$ cat src/sv/gww_pkg.sv
// Shared types and constants for the greedy word wrap block.
package gww_pkg;

  localparam int unsigned CfgW = 6;
  localparam logic [CfgW-1:0] LineWidthRst = 6'd32;
  localparam logic [7:0] SpaceChar = 8'h20;

  localparam logic KindChar  = 1'b0;
  localparam logic KindBreak = 1'b1;

  typedef enum logic [3:0] {
    S_IDLE,
    S_CHK,
    S_PBRK,
    S_SWORD,
    S_SBRK,
    S_STORE,
    S_FIN,
    S_FBRK,
    S_FSPC,
    S_FWORD,
    S_FSBRK,
    S_END,
    S_DONE
  } state_e;

  typedef struct packed {
    logic       kind;
    logic [7:0] ch;
    logic       last;
    logic       done;
  } item_t;

  function automatic logic is_space(input logic [7:0] c);
    is_space = (c == SpaceChar) || (c >= 8'h09 && c <= 8'h0D);
  endfunction

endpackage

$ cat src/sv/greedy_word_wrap.sv
// Top level: greedy word wrap over a byte stream, one word buffer replayed per line.
// Throughput: one item at a time; a new item is accepted only once the block is back
// in idle, and the sequencer emits one result per cycle from the word buffer while
// the result side is ready.
// Reset: control state and the open line clear, line width becomes 32; the word
// buffer is not cleared.
module greedy_word_wrap #(
  parameter int unsigned WordMax = 32
) (
  input  logic        clk_i,
  input  logic        rst_ni,
  // config
  input  logic        cfg_valid_i,
  output logic        cfg_ready_o,
  input  logic [5:0]  cfg_data_i,     // line_width
  // input items
  input  logic        s_axis_tvalid,
  output logic        s_axis_tready,
  input  logic [7:0]  s_axis_tdata,   // [7:0] char_in
  input  logic        s_axis_tlast,   // end_of_text
  // result items
  output logic        m_axis_tvalid,
  input  logic        m_axis_tready,
  output logic [7:0]  m_axis_tdata,   // [7:0] char_out
  output logic [1:0]  m_axis_tuser,   // [0] item_kind, [1] text_done
  output logic        m_axis_tlast    // run_last
);

  localparam int unsigned AW = (WordMax > 1) ? $clog2(WordMax) : 1;
  localparam int unsigned CW = $clog2(WordMax + 1);
  localparam logic [gww_pkg::CfgW-1:0] MaxW = gww_pkg::CfgW'(WordMax);

  gww_pkg::state_e state_q, state_d;
  logic [CW-1:0]   wc_q, wc_d;
  logic [CW-1:0]   lc_q, lc_d;
  logic [CW-1:0]   idx_q, idx_d;
  logic            split_q, split_d;
  logic [7:0]      c_q, c_d;
  logic            end_q, end_d;
  logic            ws_q, ws_d;
  logic [gww_pkg::CfgW-1:0] lw_q, lw_d;
  gww_pkg::item_t  hold_q, hold_d;
  logic            hold_v_q, hold_v_d;
  gww_pkg::item_t  out_q, out_d;
  logic            out_v_q, out_v_d;

  logic [gww_pkg::CfgW-1:0] w_clamp;
  logic [CW-1:0]   w_eff;
  logic [CW:0]     fit_sum;
  logic            out_free;
  logic            can_emit;
  logic            emit;
  gww_pkg::item_t  new_item;
  logic            buf_we;
  logic [7:0]      rd_data;

  assign w_clamp = (lw_q == '0) ? gww_pkg::CfgW'(1) : ((lw_q > MaxW) ? MaxW : lw_q);
  assign w_eff   = w_clamp[CW-1:0];
  assign fit_sum = {1'b0, lc_q} + {1'b0, wc_q} + (CW+1)'(1);
  assign out_free = !out_v_q || m_axis_tready;
  assign can_emit = !hold_v_q || out_free;

  assign cfg_ready_o   = (state_q == gww_pkg::S_IDLE);
  assign s_axis_tready = (state_q == gww_pkg::S_IDLE) && !cfg_valid_i;
  assign buf_we        = (state_q == gww_pkg::S_STORE) && (wc_q < CW'(WordMax));

  gww_buf #(
    .Depth (WordMax),
    .AW    (AW)
  ) u_buf (
    .clk_i   (clk_i),
    .we_i    (buf_we),
    .waddr_i (wc_q[AW-1:0]),
    .wdata_i (c_q),
    .raddr_i (idx_d[AW-1:0]),
    .rdata_o (rd_data)
  );

  always_comb begin
    state_d  = state_q;
    wc_d     = wc_q;
    lc_d     = lc_q;
    idx_d    = '0;
    split_d  = split_q;
    c_d      = c_q;
    end_d    = end_q;
    ws_d     = ws_q;
    lw_d     = lw_q;
    hold_d   = hold_q;
    hold_v_d = hold_v_q;
    out_d    = out_q;
    out_v_d  = out_v_q;
    emit     = 1'b0;
    new_item = '{kind: gww_pkg::KindBreak, ch: 8'h00, last: 1'b0, done: 1'b0};

    if (out_v_q && m_axis_tready) begin
      out_v_d = 1'b0;
    end

    case (state_q)
      gww_pkg::S_IDLE: begin
        if (cfg_valid_i) begin
          lw_d    = cfg_data_i;
          wc_d    = '0;
          lc_d    = '0;
          split_d = 1'b0;
        end else if (s_axis_tvalid) begin
          c_d     = s_axis_tdata;
          end_d   = s_axis_tlast;
          ws_d    = gww_pkg::is_space(s_axis_tdata);
          state_d = gww_pkg::S_CHK;
        end
      end
      gww_pkg::S_CHK: begin
        if (ws_q) begin
          state_d = gww_pkg::S_FIN;
        end else if (wc_q >= w_eff) begin
          state_d = (!split_q && lc_q != '0) ? gww_pkg::S_PBRK : gww_pkg::S_SWORD;
        end else begin
          state_d = gww_pkg::S_STORE;
        end
      end
      gww_pkg::S_PBRK: begin
        if (can_emit) begin
          emit    = 1'b1;
          lc_d    = '0;
          state_d = gww_pkg::S_SWORD;
        end
      end
      gww_pkg::S_SWORD: begin
        idx_d = idx_q;
        if (idx_q == wc_q) begin
          idx_d   = '0;
          state_d = gww_pkg::S_SBRK;
        end else if (can_emit) begin
          emit     = 1'b1;
          new_item = '{kind: gww_pkg::KindChar, ch: rd_data, last: 1'b0, done: 1'b0};
          idx_d    = idx_q + CW'(1);
        end
      end
      gww_pkg::S_SBRK: begin
        if (can_emit) begin
          emit    = 1'b1;
          split_d = 1'b1;
          wc_d    = '0;
          state_d = gww_pkg::S_STORE;
        end
      end
      gww_pkg::S_STORE: begin
        if (wc_q < CW'(WordMax)) begin
          wc_d = wc_q + CW'(1);
        end
        state_d = end_q ? gww_pkg::S_FIN : gww_pkg::S_DONE;
      end
      gww_pkg::S_FIN: begin
        if (wc_q == '0) begin
          split_d = 1'b0;
          state_d = gww_pkg::S_END;
        end else if (split_q) begin
          state_d = gww_pkg::S_FWORD;
        end else if (lc_q != '0 && fit_sum > {1'b0, w_eff}) begin
          state_d = gww_pkg::S_FBRK;
        end else if (lc_q != '0) begin
          state_d = gww_pkg::S_FSPC;
        end else begin
          state_d = gww_pkg::S_FWORD;
        end
      end
      gww_pkg::S_FBRK: begin
        if (can_emit) begin
          emit    = 1'b1;
          lc_d    = '0;
          state_d = gww_pkg::S_FWORD;
        end
      end
      gww_pkg::S_FSPC: begin
        if (can_emit) begin
          emit     = 1'b1;
          new_item = '{kind: gww_pkg::KindChar, ch: gww_pkg::SpaceChar, last: 1'b0,
                       done: 1'b0};
          lc_d     = lc_q + CW'(1);
          state_d  = gww_pkg::S_FWORD;
        end
      end
      gww_pkg::S_FWORD: begin
        idx_d = idx_q;
        if (idx_q == wc_q) begin
          idx_d = '0;
          if (split_q) begin
            state_d = gww_pkg::S_FSBRK;
          end else begin
            lc_d    = lc_q + wc_q;
            wc_d    = '0;
            state_d = gww_pkg::S_END;
          end
        end else if (can_emit) begin
          emit     = 1'b1;
          new_item = '{kind: gww_pkg::KindChar, ch: rd_data, last: 1'b0, done: 1'b0};
          idx_d    = idx_q + CW'(1);
        end
      end
      gww_pkg::S_FSBRK: begin
        if (can_emit) begin
          emit    = 1'b1;
          lc_d    = '0;
          split_d = 1'b0;
          wc_d    = '0;
          state_d = gww_pkg::S_END;
        end
      end
      gww_pkg::S_END: begin
        if (!end_q) begin
          state_d = gww_pkg::S_DONE;
        end else if (lc_q == '0) begin
          split_d = 1'b0;
          wc_d    = '0;
          state_d = gww_pkg::S_DONE;
        end else if (can_emit) begin
          emit    = 1'b1;
          lc_d    = '0;
          split_d = 1'b0;
          wc_d    = '0;
          state_d = gww_pkg::S_DONE;
        end
      end
      gww_pkg::S_DONE: begin
        if (!hold_v_q) begin
          state_d = gww_pkg::S_IDLE;
        end else if (out_free) begin
          out_d      = hold_q;
          out_d.last = 1'b1;
          out_d.done = end_q && (hold_q.kind == gww_pkg::KindBreak);
          out_v_d    = 1'b1;
          hold_v_d   = 1'b0;
          state_d    = gww_pkg::S_IDLE;
        end
      end
      default: begin
        state_d = gww_pkg::S_IDLE;
      end
    endcase

    if (emit) begin
      if (hold_v_q) begin
        out_d   = hold_q;
        out_v_d = 1'b1;
      end
      hold_d   = new_item;
      hold_v_d = 1'b1;
    end
  end

  always_ff @(posedge clk_i or negedge rst_ni) begin
    if (!rst_ni) begin
      state_q  <= gww_pkg::S_IDLE;
      wc_q     <= '0;
      lc_q     <= '0;
      idx_q    <= '0;
      split_q  <= 1'b0;
      lw_q     <= gww_pkg::LineWidthRst;
      hold_v_q <= 1'b0;
      out_v_q  <= 1'b0;
    end else begin
      state_q  <= state_d;
      wc_q     <= wc_d;
      lc_q     <= lc_d;
      idx_q    <= idx_d;
      split_q  <= split_d;
      lw_q     <= lw_d;
      hold_v_q <= hold_v_d;
      out_v_q  <= out_v_d;
    end
  end

  always_ff @(posedge clk_i) begin
    c_q    <= c_d;
    end_q  <= end_d;
    ws_q   <= ws_d;
    hold_q <= hold_d;
    out_q  <= out_d;
  end

  assign m_axis_tvalid   = out_v_q;
  assign m_axis_tdata    = out_q.ch;
  assign m_axis_tuser[0] = out_q.kind;
  assign m_axis_tuser[1] = out_q.done;
  assign m_axis_tlast    = out_q.last;

  a_done_is_last_break: assert property (@(posedge clk_i) disable iff (!rst_ni)
    m_axis_tvalid && m_axis_tuser[1] |-> m_axis_tuser[0] && m_axis_tlast)
    else $error("text_done on an item that is not the final line break");

  a_break_no_char: assert property (@(posedge clk_i) disable iff (!rst_ni)
    m_axis_tvalid && m_axis_tuser[0] |-> m_axis_tdata == 8'h00)
    else $error("line break carries a character");

  a_idle_hold_empty: assert property (@(posedge clk_i) disable iff (!rst_ni)
    s_axis_tready |-> !hold_v_q)
    else $error("accepting an item while a result is still held back");

  a_line_fits: assert property (@(posedge clk_i) disable iff (!rst_ni)
    state_q == gww_pkg::S_IDLE && $past(state_q) == gww_pkg::S_DONE |-> lc_q <= w_eff)
    else $error("open line is longer than the line width");

  a_word_fits: assert property (@(posedge clk_i) disable iff (!rst_ni)
    wc_q <= CW'(WordMax))
    else $error("word count beyond the buffer depth");

endmodule

$ cat src/sv/gww_buf.sv
// Word buffer: one write port, one registered read port with write forwarding.
module gww_buf #(
  parameter int unsigned Depth = 32,
  parameter int unsigned AW    = 5
) (
  input  logic          clk_i,
  input  logic          we_i,
  input  logic [AW-1:0] waddr_i,
  input  logic [7:0]    wdata_i,
  input  logic [AW-1:0] raddr_i,
  output logic [7:0]    rdata_o
);

  logic [7:0] mem_q [Depth];
  logic [7:0] rdata_q;

  always_ff @(posedge clk_i) begin
    if (we_i) begin
      mem_q[waddr_i] <= wdata_i;
    end
  end

  always_ff @(posedge clk_i) begin
    if (we_i && (waddr_i == raddr_i)) begin
      rdata_q <= wdata_i;
    end else begin
      rdata_q <= mem_q[raddr_i];
    end
  end

  assign rdata_o = rdata_q;

endmodule
$ cat config.mk
export PLATFORM = sky130hd
export DESIGN_NAME = greedy_word_wrap
export DESIGN_NICKNAME = d
export VERILOG_FILES = /design/src/sv/gww_pkg.sv /design/src/sv/greedy_word_wrap.sv /design/src/sv/gww_buf.sv
export SDC_FILE = /design/constraint.sdc
export NUM_CORES = 1
export LEC_CHECK = 0
export ABC_AREA = 1
export BUFFER_PORTS_ARGS = -buffer_cell sky130_fd_sc_hd__buf_2
export CAP_MARGIN = 30
export CELL_PAD_IN_SITES_DETAIL_PLACEMENT = 1
export CELL_PAD_IN_SITES_GLOBAL_PLACEMENT = 1
export CORE_MARGIN = 10
export CORE_UTILIZATION = 30
export DETAILED_ROUTE_END_ITERATION = 8
export HOLD_SLACK_MARGIN = 0.05
export PLACE_DENSITY_LB_ADDON = 0.1
export RECOVER_POWER = 50
export SYNTH_ARGS = -nofsm -noshare
export SYNTH_HDL_FRONTEND = slang
export SYNTH_SLANG_ARGS = --single-unit
$ cat constraint.sdc
create_clock -name clk_i -period 6.5 [get_ports clk_i]
set_input_delay 0.65 -clock clk_i [delete_from_list [all_inputs] [get_ports clk_i]]
set_output_delay 0.65 -clock clk_i [all_outputs]
set_load 0.005 [all_outputs]
==> metrics.md, run 1 <==
| Metric | Value |
|---|---|
| Max VDD drop | 178.1 µV |
| Slew Limit Fails | 296 |
| Post-synth top area cell | edfxtp_1 |
| Clk root buf | clkbuf_16 |
| Layout area overhead | 14.26% |
| Final setup TNS | 0 ns |
| Layout cell share with drive strength beyond 1 | 9.624% |
| Full die area | 56,000 µm² |
| Post-Syn Area per Cell | 11.57 µm² |
| CTS tree | built |
| Outcome | complete, but fails checks |
| Final hold vios | 0 |
| Final ANT Viol Nets | 0 |
| Met3 WL | 1.301 mm |
| Hold bufs inserted after CTS | 0 |
| Total Power | 5887 µW |
| Core area | 46,460 µm² |
| CP Buf/Inv Count | 2 |
| First-pass detailed-route iteration total | 5 |
| GP Congestion | 0.7517 |
| RSZ-0062 raised after global routing | false |
| Cells after Synth | 1,217 |
| Crit end category | flip-flop |
| Final nets | 1,300 |
| Clock transition at the registers of the reported paths | 0.06 ns |
| Post-synth top area share | 60.99% |
| Clk_skew | 0.01990 ns |
| Worst EP arrival | 3.61 ns |
| Total CTS buffers | 37 |
| Starting density of the core | 30.31% |
| Post-DR wirelength/cell | 22.71 µm |
| Crit-path cells | clkinv_2, buf_4, nand2_1, nand3_1, nand3_1, a21oi_1, o31ai_1, a21oi_1 |
| Main flop type after synthesis | edfxtp_1 |
| Synth warn | 0 |
| Syn Nets | 1,267 |
| FF-to-FF path depth | 8 |
| Die Span Y | 236.7 µm |
| DRT iter0 DRCs | 457 |
| Num ports | 34 |
| Synth Register Bits | 322 |
| Vias | 9,442 |
| Most common cell in the netlist | edfxtp_1 |
| Initial antenna violation count | 0 |
| EDFF count, synth | 286 |
| Clock sink count | 322 |
| Crit-path max cell delay | 0.74 ns |
| DR vias/cell | 5.009 |
| Worst-skew pair later-pin latency | 0.55 ns |
| Site Rows | 79 |
| Post-Route M1 WL | 19.49 mm |
| Synth area leaders | edfxtp_1, dfrtp_1, nor2_1 |
| WP depth | 8 |
| Critical Path RT | 6.77 ns |
| Sequential-to-total area share from yosys stat | 67.22% |
| Worst-case clock buffer depth | 3 |
| # diodes | 0 |
| Critical path startpoint category | flip-flop |
| Final clock period utilization by the worst path | 51.31% |
| Total congestion overflow | 0 |
| Worst-Margin Slew | 2.054 ns |
| Met2 WL | 21.25 mm |
| Setup Buffers After CTS | 0 |
| Post-route cell area | 16,090 µm² |
| Worst-path maximum fanout | 69 |
| Hold crit path type | primary input to flip-flop |
| Post-synthesis cell type count | 52 |
| Crit Path Class | flip-flop to flip-flop |
| Placement Cell Area | 14,910 µm² |
| Most instantiated cells after synthesis | edfxtp_1, nor2_1, o21ai_0, nand2_1, nand3_1 |
| CP delay by family, top | buffers and inverters |
| Max-cap violations | 9 |
| First-pass GRT wire length | 64.94 mm |
| Largest net degree at the start of global routing | 70 |
| Drt drc | 0 |
| Post-Syn Area | 14,080 µm² |
| IO buf count | 33 |
| H-tree Lvls | 2 |
| Max stage delay cell, worst path | clkinv_2 |
| Async SR Flop Fraction | 9.627% |
| Failing checks | capacitance limit, slew limit |
| Period minus WS final | 3.335 ns |
| Setup violators final | 0 |
| # resized after CTS | 0 |
| Max Used Layer | met4 |
| Hold Path Depth | 1 |
| PD cells | 365.9 nW/µm² |
| Number of global-route vias before repair | 10.17k |
| P_leak | 0.005660 µW |
| Slew Limit Headroom | -36.95% |
| Die X | 236.7 µm |
| Max Clock Freq | 299.8 MHz |
| Tot GR Track Use | 15.11% |
| Final WL | 42.81 mm |
| Dpl hpwl | 27.07 mm |
-- cells in the final DEF, fill, tap and decap left out, drive strengths merged, types with 6 or more instances in the layout --
master  instances
inv            80
a31oi           8
edfxtp        286
xor2            8
buf            25
bufinv          6
nor3           13
o211ai         18
nand2         139
nand3          75
nor2          211
ha             28
clkinv         20
clkbuf         67
nand4           9
a21oi          30
o22ai          16
o221ai         37
dfrtp          30
o21ai         136
-- cell type report --
class,instances,area [µm²]
fillers,5067,30370
flip-flops and latches,322,9472
multi-input cells,757,4025
clock buffers,42,975.9
well taps,607,759.5
inverters,82,312.8
clock inverters,25,282.8
repair buffers,50,261.5
-- report_power, final --
group | leakage [µW] | total, µW | switching (µW) | internal, µW
Combinational | 0.00200 | 1150 | 825 | 323
Sequential | 0.00303 | 2560 | 103 | 2450
Clock | 0.000628 | 2180 | 861 | 1320
-- sequential cells by signal, summed over array words and instances (netlist names), named ones only --
register / cells
c_q: 8
end_q: 1
hold_q: 9
hold_v_q: 1
idx_q: 6
lc_q: 6
lw_q: 6
m_axis_tvalid: 1
split_q: 1
state_q: 4
u_buf.mem_q: 256
wc_q: 6
ws_q: 1
-- metal layers --
layer	GRT usage (%)	up-vias
li1	-	4445
met4	3.629	0
met2	26.12	108
met1	19.28	4842
met3	2.547	47
met5	0	-
-- worst paths after layout --
check | start | to | slack (ns)
max in group asynchronous | rst_ni | lw_q[0]$_DFFE_PN0P_ | 4.62
setup reg to reg | flip-flop | hold_q[7]$_DFFE_PP_ | 3.16
setup / recovery | flip-flop | hold_q[7]$_DFFE_PP_ | 3.16
min in group asynchronous | rst_ni | hold_v_q$_DFFE_PN0P_ | 0.69
hold / removal | s_axis_tlast | end_q$_DFFE_PP_ | 0.30
hold reg to reg | hold_v_q$_DFFE_PN0P_ | m_axis_tvalid$_DFF_PN0_ | 0.54
-- logic make-up (layout without fill, tap and decap cells) --
group           count (synthesis)  in the layout  share of synthesized area [%]
simple gates                  453            453                          13.87
xor+xnor                       12             12                         0.7464
compound gates                258            258                          11.07
fa+ha+maj                      30             30                          2.772
flops                         322            322                          67.22
mux                             4              4                         0.3199
buf+inv                       138            199                          3.999
-- metrics by stage --
step / hold WS (ns) / setup slack (ns) / instances / util, %
6_report: 0.2959 / 3.165 / 1885 / 34.63
5_1_grt: 0.2612 / 2.808 / 1885 / 34.63
4_1_cts: 0.2259 / 3.105 / 1885 / 34.81
3_5_place_dp: 0.5256 / 3.127 / 1818 / 32.10
3_3_place_gp: 0.5237 / 3.146 / 1817 / 32.04
2_1_floorplan: 0.3544 / 3.881 / 1217 / -
Power figures use the tool's default switching activity.
==> run 2, diff against run 1 <==
clock period = 2.88 ns   (was 6.5 ns; I/O delays follow)
==> run 2 against run 1 <==
  * The run still ends with capacitance limit, slew limit left
  * Fmax up 30%
  * Design area grew 4.3%
  * Count of clock-buffer cells in the layout increased by 10
  * Critical endpoint is now state_q[1]$_DFFE_PN0P_
  * Largest cell class unchanged
==> metrics.md, run 2 (synthesis results as in run 1) <==
| Metric | Value |
|---|---|
| Worst-skew pair later-pin latency | 0.56 ns |
| Top reg by flops | u_buf.mem_q |
| Pre-CTS WS | 0.04068 ns |
| Clk_skew | 0.02354 ns |
| First-pass GRT wire length | 65.91 mm |
| Crit end category | flip-flop |
| Most used cell, CP | nand2_1 |
| Worst EP arrival | 3.02 ns |
| # diodes | 0 |
| Starting density of the core | 30.31% |
| Num ports | 34 |
| Reg2reg start | lc_q[0]$_DFFE_PN0P_ |
| Failing checks | capacitance limit, slew limit |
| Number of global-route vias before repair | 10.46k |
| Die Span Y | 236.7 µm |
| Die X | 236.7 µm |
| Final clock period utilization by the worst path | 89.43% |
| Period minus WS final | 2.576 ns |
| Vias | 9,710 |
| Max-cap violations | 9 |
| Commonest non-fill, non-tap cells in the layout | edfxtp_1, nor2_1, nand2_1 |
| Critical path startpoint category | flip-flop |
| Post-route setup slack | 0.3044 ns |
| Max VDD drop | 530.7 µV |
| Met2 WL | 21.69 mm |
| Final WL | 43.13 mm |
| H-tree Lvls | 2 |
| Clk root buf | clkbuf_16 |
| Dpl hpwl | 27.33 mm |
| P_leak | 0.006056 µW |
| Layout cell share with drive strength beyond 1 | 13.97% |
| Clock sink count | 322 |
| Crit-path cells | inv_1, ha_1, fa_2, o21ai_2, xor2_1, ha_1, nand2_1, inv_1, nand2_1, nand2_1, nand2_1, nand2_1, nand2_1, nand2_2, nand2_1, nand2_1, nand2_1, nand3_1, nand2_1, nand2_1 |
| Final hold vios | 0 |
| Crit-path max cell delay | 0.37 ns |
| GP Congestion | 0.7901 |
| Initial antenna violation count | 0 |
| Total congestion overflow | 0 |
| Hold crit path type | primary input to flip-flop |
| Placed cell count | 1,880 |
| Post-route insts no fill | 1,967 |
| Met3 WL | 1.057 mm |
| Worst hold margin | 0.1345 ns |
| Max stage delay cell, worst path | dfrtp_1 |
| Post-DR wirelength/cell | 21.93 µm |
| Final setup TNS | 0 ns |
| Worst-Margin Slew | 2.011 ns |
| Max Clock Freq | 388.3 MHz |
| Reg2Reg Setup Slack | 0.30 ns |
| Crit Path Class | flip-flop to flip-flop |
| # fillers | 5,038 |
| Drt drc | 0 |
| Tot GR Track Use | 15.32% |
| Number of flip-flops in the largest register | 256 |
| Worst-case clock buffer depth | 3 |
| DRT iter0 DRCs | 586 |
| Final nets | 1,381 |
| Max Used Layer | met4 |
| Core area | 46,460 µm² |
| Full die area | 56,000 µm² |
| IO buf count | 33 |
| Commonest non-fill, non-tap cell in the layout | edfxtp_1 |
| Largest net degree at the start of global routing | 68 |
| Worst-path maximum fanout | 4 |
| Critical Path RT | 3.32 ns |
| Layout area overhead | 19.18% |
| Outcome | complete, but fails checks |
| Worst Setup SP | lc_q[0]$_DFFE_PN0P_ |
| Post-Route M1 WL | 19.63 mm |
| Final ANT Viol Nets | 0 |
| Biggest regs | u_buf.mem_q (256), hold_q (9), c_q (8) |
| FF-to-FF path depth | 20 |
| Site Rows | 79 |
| Total CTS buffers | 39 |
| Hold Crit Start | m_axis_tready |
| Slew Limit Headroom | -34.05% |
| Slew Limit Fails | 296 |
| Setup violators final | 0 |
| DR vias/cell | 4.936 |
| Critical Path End | state_q[1]$_DFFE_PN0P_ |
| First-pass detailed-route iteration total | 5 |
| PD cells | 785.8 nW/µm² |
| Clock transition at the registers of the reported paths | 0.06 ns |
| CTS tree | built |
| R2R Path End | state_q[1]$_DFFE_PN0P_ |
| Total Power | 13,190 µW |
## run 2: cell count changes in the layout (fill, tap and decap cells not counted), moves of 4 or more
| cell | delta |
|---|---|
| dlygate4sd3_1 | +16 |
| buf_12 | +8 |
| clkinv_2 | -4 |
| bufinv_16 | -4 |
| clkbuf_1 | +7 |
| buf_4 | +54 |
## run 2: area by class of cell
class                   instances  area [µm²]  area share [%]
flip-flops and latches        322        9472           56.44
multi-input cells             757        4060           24.19
clock buffers                  52        1046           6.233
repair buffers                129       972.2           5.793
well taps                     607       759.5           4.525
inverters                      82       316.6           1.886
clock inverters                18       156.4          0.9319
## run 2: timing repair
item | CTS | global route
setup endpoints to repair | 0 | 4
setup buffers | 0 | 1
hold buffers | 16 | 0
hold endpoints to repair | 45 | 0
resized for setup | 0 | 9
## run 2: layer usage
| metal | vias up | GRT usage, % |
|---|---|---|
| met4 | 0 | 4.111 |
| li1 | 4613 | - |
| met5 | - | 0 |
| met2 | 98 | 27.05 |
| met3 | 46 | 2.119 |
| met1 | 4953 | 19.22 |
## run 2: stage by stage
step | cell area [µm²] | util [%]
final | 16780 | 36.12
after global routing | 16780 | 36.12
after detailed placement | 15460 | 33.28
after global placement | 15460 | 33.28
after CTS | 16820 | 36.21
after floorplan | 14080 | -
## run 2: worst min-delay path by stage
stage | cells after the start | end | slack (ns)
after floorplan | 0 | hold_v_q$_DFFE_PN0P_ | -0.008
after global placement | 1 | m_axis_tvalid$_DFF_PN0_ | 0.45
after detailed placement | 1 | m_axis_tvalid$_DFF_PN0_ | 0.44
after CTS | 4 | m_axis_tvalid$_DFF_PN0_ | 0.11
after global routing | 4 | m_axis_tvalid$_DFF_PN0_ | 0.17
final | 4 | m_axis_tvalid$_DFF_PN0_ | 0.13
## run 2: where the power goes
part	internal [µW]	total, µW	switching (µW)
logic	851	2770	1920
registers	5540	5710	177
clock network	2740	4710	1970
## run 2: worst max-delay path: cells and delay by family (launching register included)
family | cells | cell delay (ns)
AOI/OAI and AO/OA | 1 | 0.16
xor gates and xnor gates | 1 | 0.17
adders and majority gates | 3 | 0.87
buffers and inverters | 2 | 0.11
DFF | 1 | 0.37
and+or+nand+nor | 13 | 0.80
==> run 3, diff against run 2 <==
CAP_MARGIN = unset   (was 30)
CTS_BUF_LIST = sky130_fd_sc_hd__clkbuf_4 sky130_fd_sc_hd__clkbuf_8   (was unset)
==> run 3 against run 2 <==
  * The flow still finishes with violations (capacitance limit, slew limit)
  * Combinational power hardly changed
  * Worst setup slack worse by 0.016 ns
  * Core utilization is 0.25 points lower
  * Count of clock-buffer cells in the layout is 29 higher
  * Total power is 4.3% lower
  * Non-clock buffer count is 1 higher
  * Design area is 0.69% lower
  * Clock power is 12% lower
  * Critical path depth is 13 lower
  * Critical path type is now flip-flop to output pin
  * Hold slack better by 0.12 ns
  * Sequential power hardly changed
==> metrics.md, run 3 (synthesis results as in run 1) <==
| Metric | Value |
|---|---|
| Outcome | complete, but fails checks |
| Failing checks | capacitance limit, slew limit |
| P_leak | 0.006047 µW |
| Post-DR wirelength/cell | 21.70 µm |
| Final ANT Viol Nets | 0 |
| Critical path startpoint category | flip-flop |
| Total congestion overflow | 0 |
| H-tree Lvls | 2 |
| Post-Route Utilization | 35.87% |
| Commonest non-fill, non-tap cell in the layout | edfxtp_1 |
| Largest net degree at the start of global routing | 68 |
| Pre-CTS WS | 0.04068 ns |
| Max-cap violations | 9 |
| Final WL | 43.25 mm |
| Dpl hpwl | 27.33 mm |
| Final nets | 1,400 |
| IO buf count | 33 |
| Clk root buf | clkbuf_8 |
| Top reg by flops | u_buf.mem_q |
| Total CTS buffers | 57 |
| DR vias/cell | 4.914 |
| Setup violators final | 0 |
| Post-route insts no fill | 1,993 |
| Site Rows | 79 |
| Max VDD drop | 399.6 µV |
| Worst-case clock buffer depth | 3 |
| Worst hold margin | 0.2517 ns |
| Initial antenna violation count | 0 |
| Starting density of the core | 30.31% |
| Critical Path RT | 2.59 ns |
| Crit Path Class | flip-flop to output pin |
| # fillers | 5,071 |
| Period minus WS final | 2.592 ns |
| PD cells | 757.5 nW/µm² |
| Clk_skew | 0.04741 ns |
| Number of flip-flops in the largest register | 256 |
| First-pass detailed-route iteration total | 5 |
| Clock transition at the registers of the reported paths | 0.06 ns |
| Die Span Y | 236.7 µm |
| Max Clock Freq | 385.8 MHz |
| Number of global-route vias before repair | 10.67k |
| Final clock period utilization by the worst path | 90.00% |
| Worst-Margin Slew | 2.030 ns |
| Core area | 46,460 µm² |
| DRT iter0 DRCs | 483 |
| Full die area | 56,000 µm² |
| Worst-path maximum fanout | 6 |
| Vias | 9,794 |
| Layout cell share with drive strength beyond 1 | 16.23% |
| Worst EP arrival | 2.30 ns |
| Slew Limit Headroom | -35.35% |
| CTS tree | built |
| Commonest non-fill, non-tap cells in the layout | edfxtp_1, nor2_1, nand2_1 |
| Slew Limit Fails | 296 |
| Post-route setup slack | 0.2880 ns |
| # diodes | 0 |
| Final setup TNS | 0 ns |
| Final hold vios | 0 |
| Worst-skew pair later-pin latency | 0.65 ns |
| Placed cell count | 1,880 |
| Clock sink count | 322 |
| Crit end category | output pin |
| Layout area overhead | 18.36% |
| Drt drc | 0 |
| Hold crit path type | primary input to flip-flop |
| Biggest regs | u_buf.mem_q (256), hold_q (9), c_q (8) |
| First-pass GRT wire length | 66.18 mm |
| RSZ-0062 raised after global routing | false |
| Die X | 236.7 µm |
| Num ports | 34 |
| Tot GR Track Use | 15.35% |
| GP Congestion | 0.7901 |
## run 3: stage by stage
| step | cell area, µm² | power (µW) |
|---|---|---|
| 5_1_grt | 16670 | 13430 |
| 4_1_cts | 16700 | 12900 |
| 3_3_place_gp | 15460 | 8645 |
| 3_5_place_dp | 15460 | 8671 |
| 2_1_floorplan | 14080 | 7561 |
| 6_report | 16670 | 12630 |
## run 3: power by group
part / leakage [µW] / switching (µW) / total [µW] / internal, µW
clock: 0.000577 / 1910 / 4150 / 2240
combinational: 0.00244 / 1910 / 2770 / 852
sequential: 0.00303 / 174 / 5710 / 5540
## run 3: area by class of cell
type                    instances  area, µm²  area share [%]
clock inverters                14      102.6          0.6156
inverters                      82      316.6           1.899
flip-flops and latches        322       9472           56.83
clock buffers                  81      970.9           5.826
repair buffers                130      979.7           5.878
well taps                     607      759.5           4.557
multi-input cells             757       4065           24.39
## run 3: path summary, 6_finish.rpt
kind                                   startpoint                       to  slack, ns  depth (start not counted)
setup / recovery           state_q[0]$_DFFE_PN0P_            s_axis_tready       0.29                          7
hold / removal                        cfg_valid_i      lw_q[5]$_DFFE_PN1P_       0.25                          3
setup reg to reg              lc_q[0]$_DFFE_PN0P_   state_q[1]$_DFFE_PN0P_       0.33                         20
hold reg to reg               lw_q[0]$_DFFE_PN0P_      lw_q[0]$_DFFE_PN0P_       0.54                          2
max in group asynchronous                  rst_ni      lc_q[1]$_DFFE_PN0P_       0.91                          2
min in group asynchronous                  rst_ni  m_axis_tvalid$_DFF_PN0_       0.77                          2
## run 3: per-layer routing
metal | vias up | global-route usage [%] | share of wire [%]
met3 | 78 | 2.848 | 3.1
met4 | 0 | 4.188 | 2.2
met2 | 117 | 26.78 | 49
met1 | 4950 | 19.04 | 45
met5 | - | 0 | 0
li1 | 4649 | - | -
## run 3: worst max-delay path, stage by stage, from the launching register on
cell      delay (ns)
dfrtp_1         0.39
clkbuf_1        0.16
nor2_1          0.19
inv_1           0.11
nor2_1          0.42
nand2_1         0.20
inv_1           0.08
buf_2           0.11
## run 3: what timing repair did
action	CTS	global route
setup buffers	0	1
hold buffers	17	0
endpoints found under the hold margin	47	0
resized for setup	0	9
setup endpoints to repair	0	4
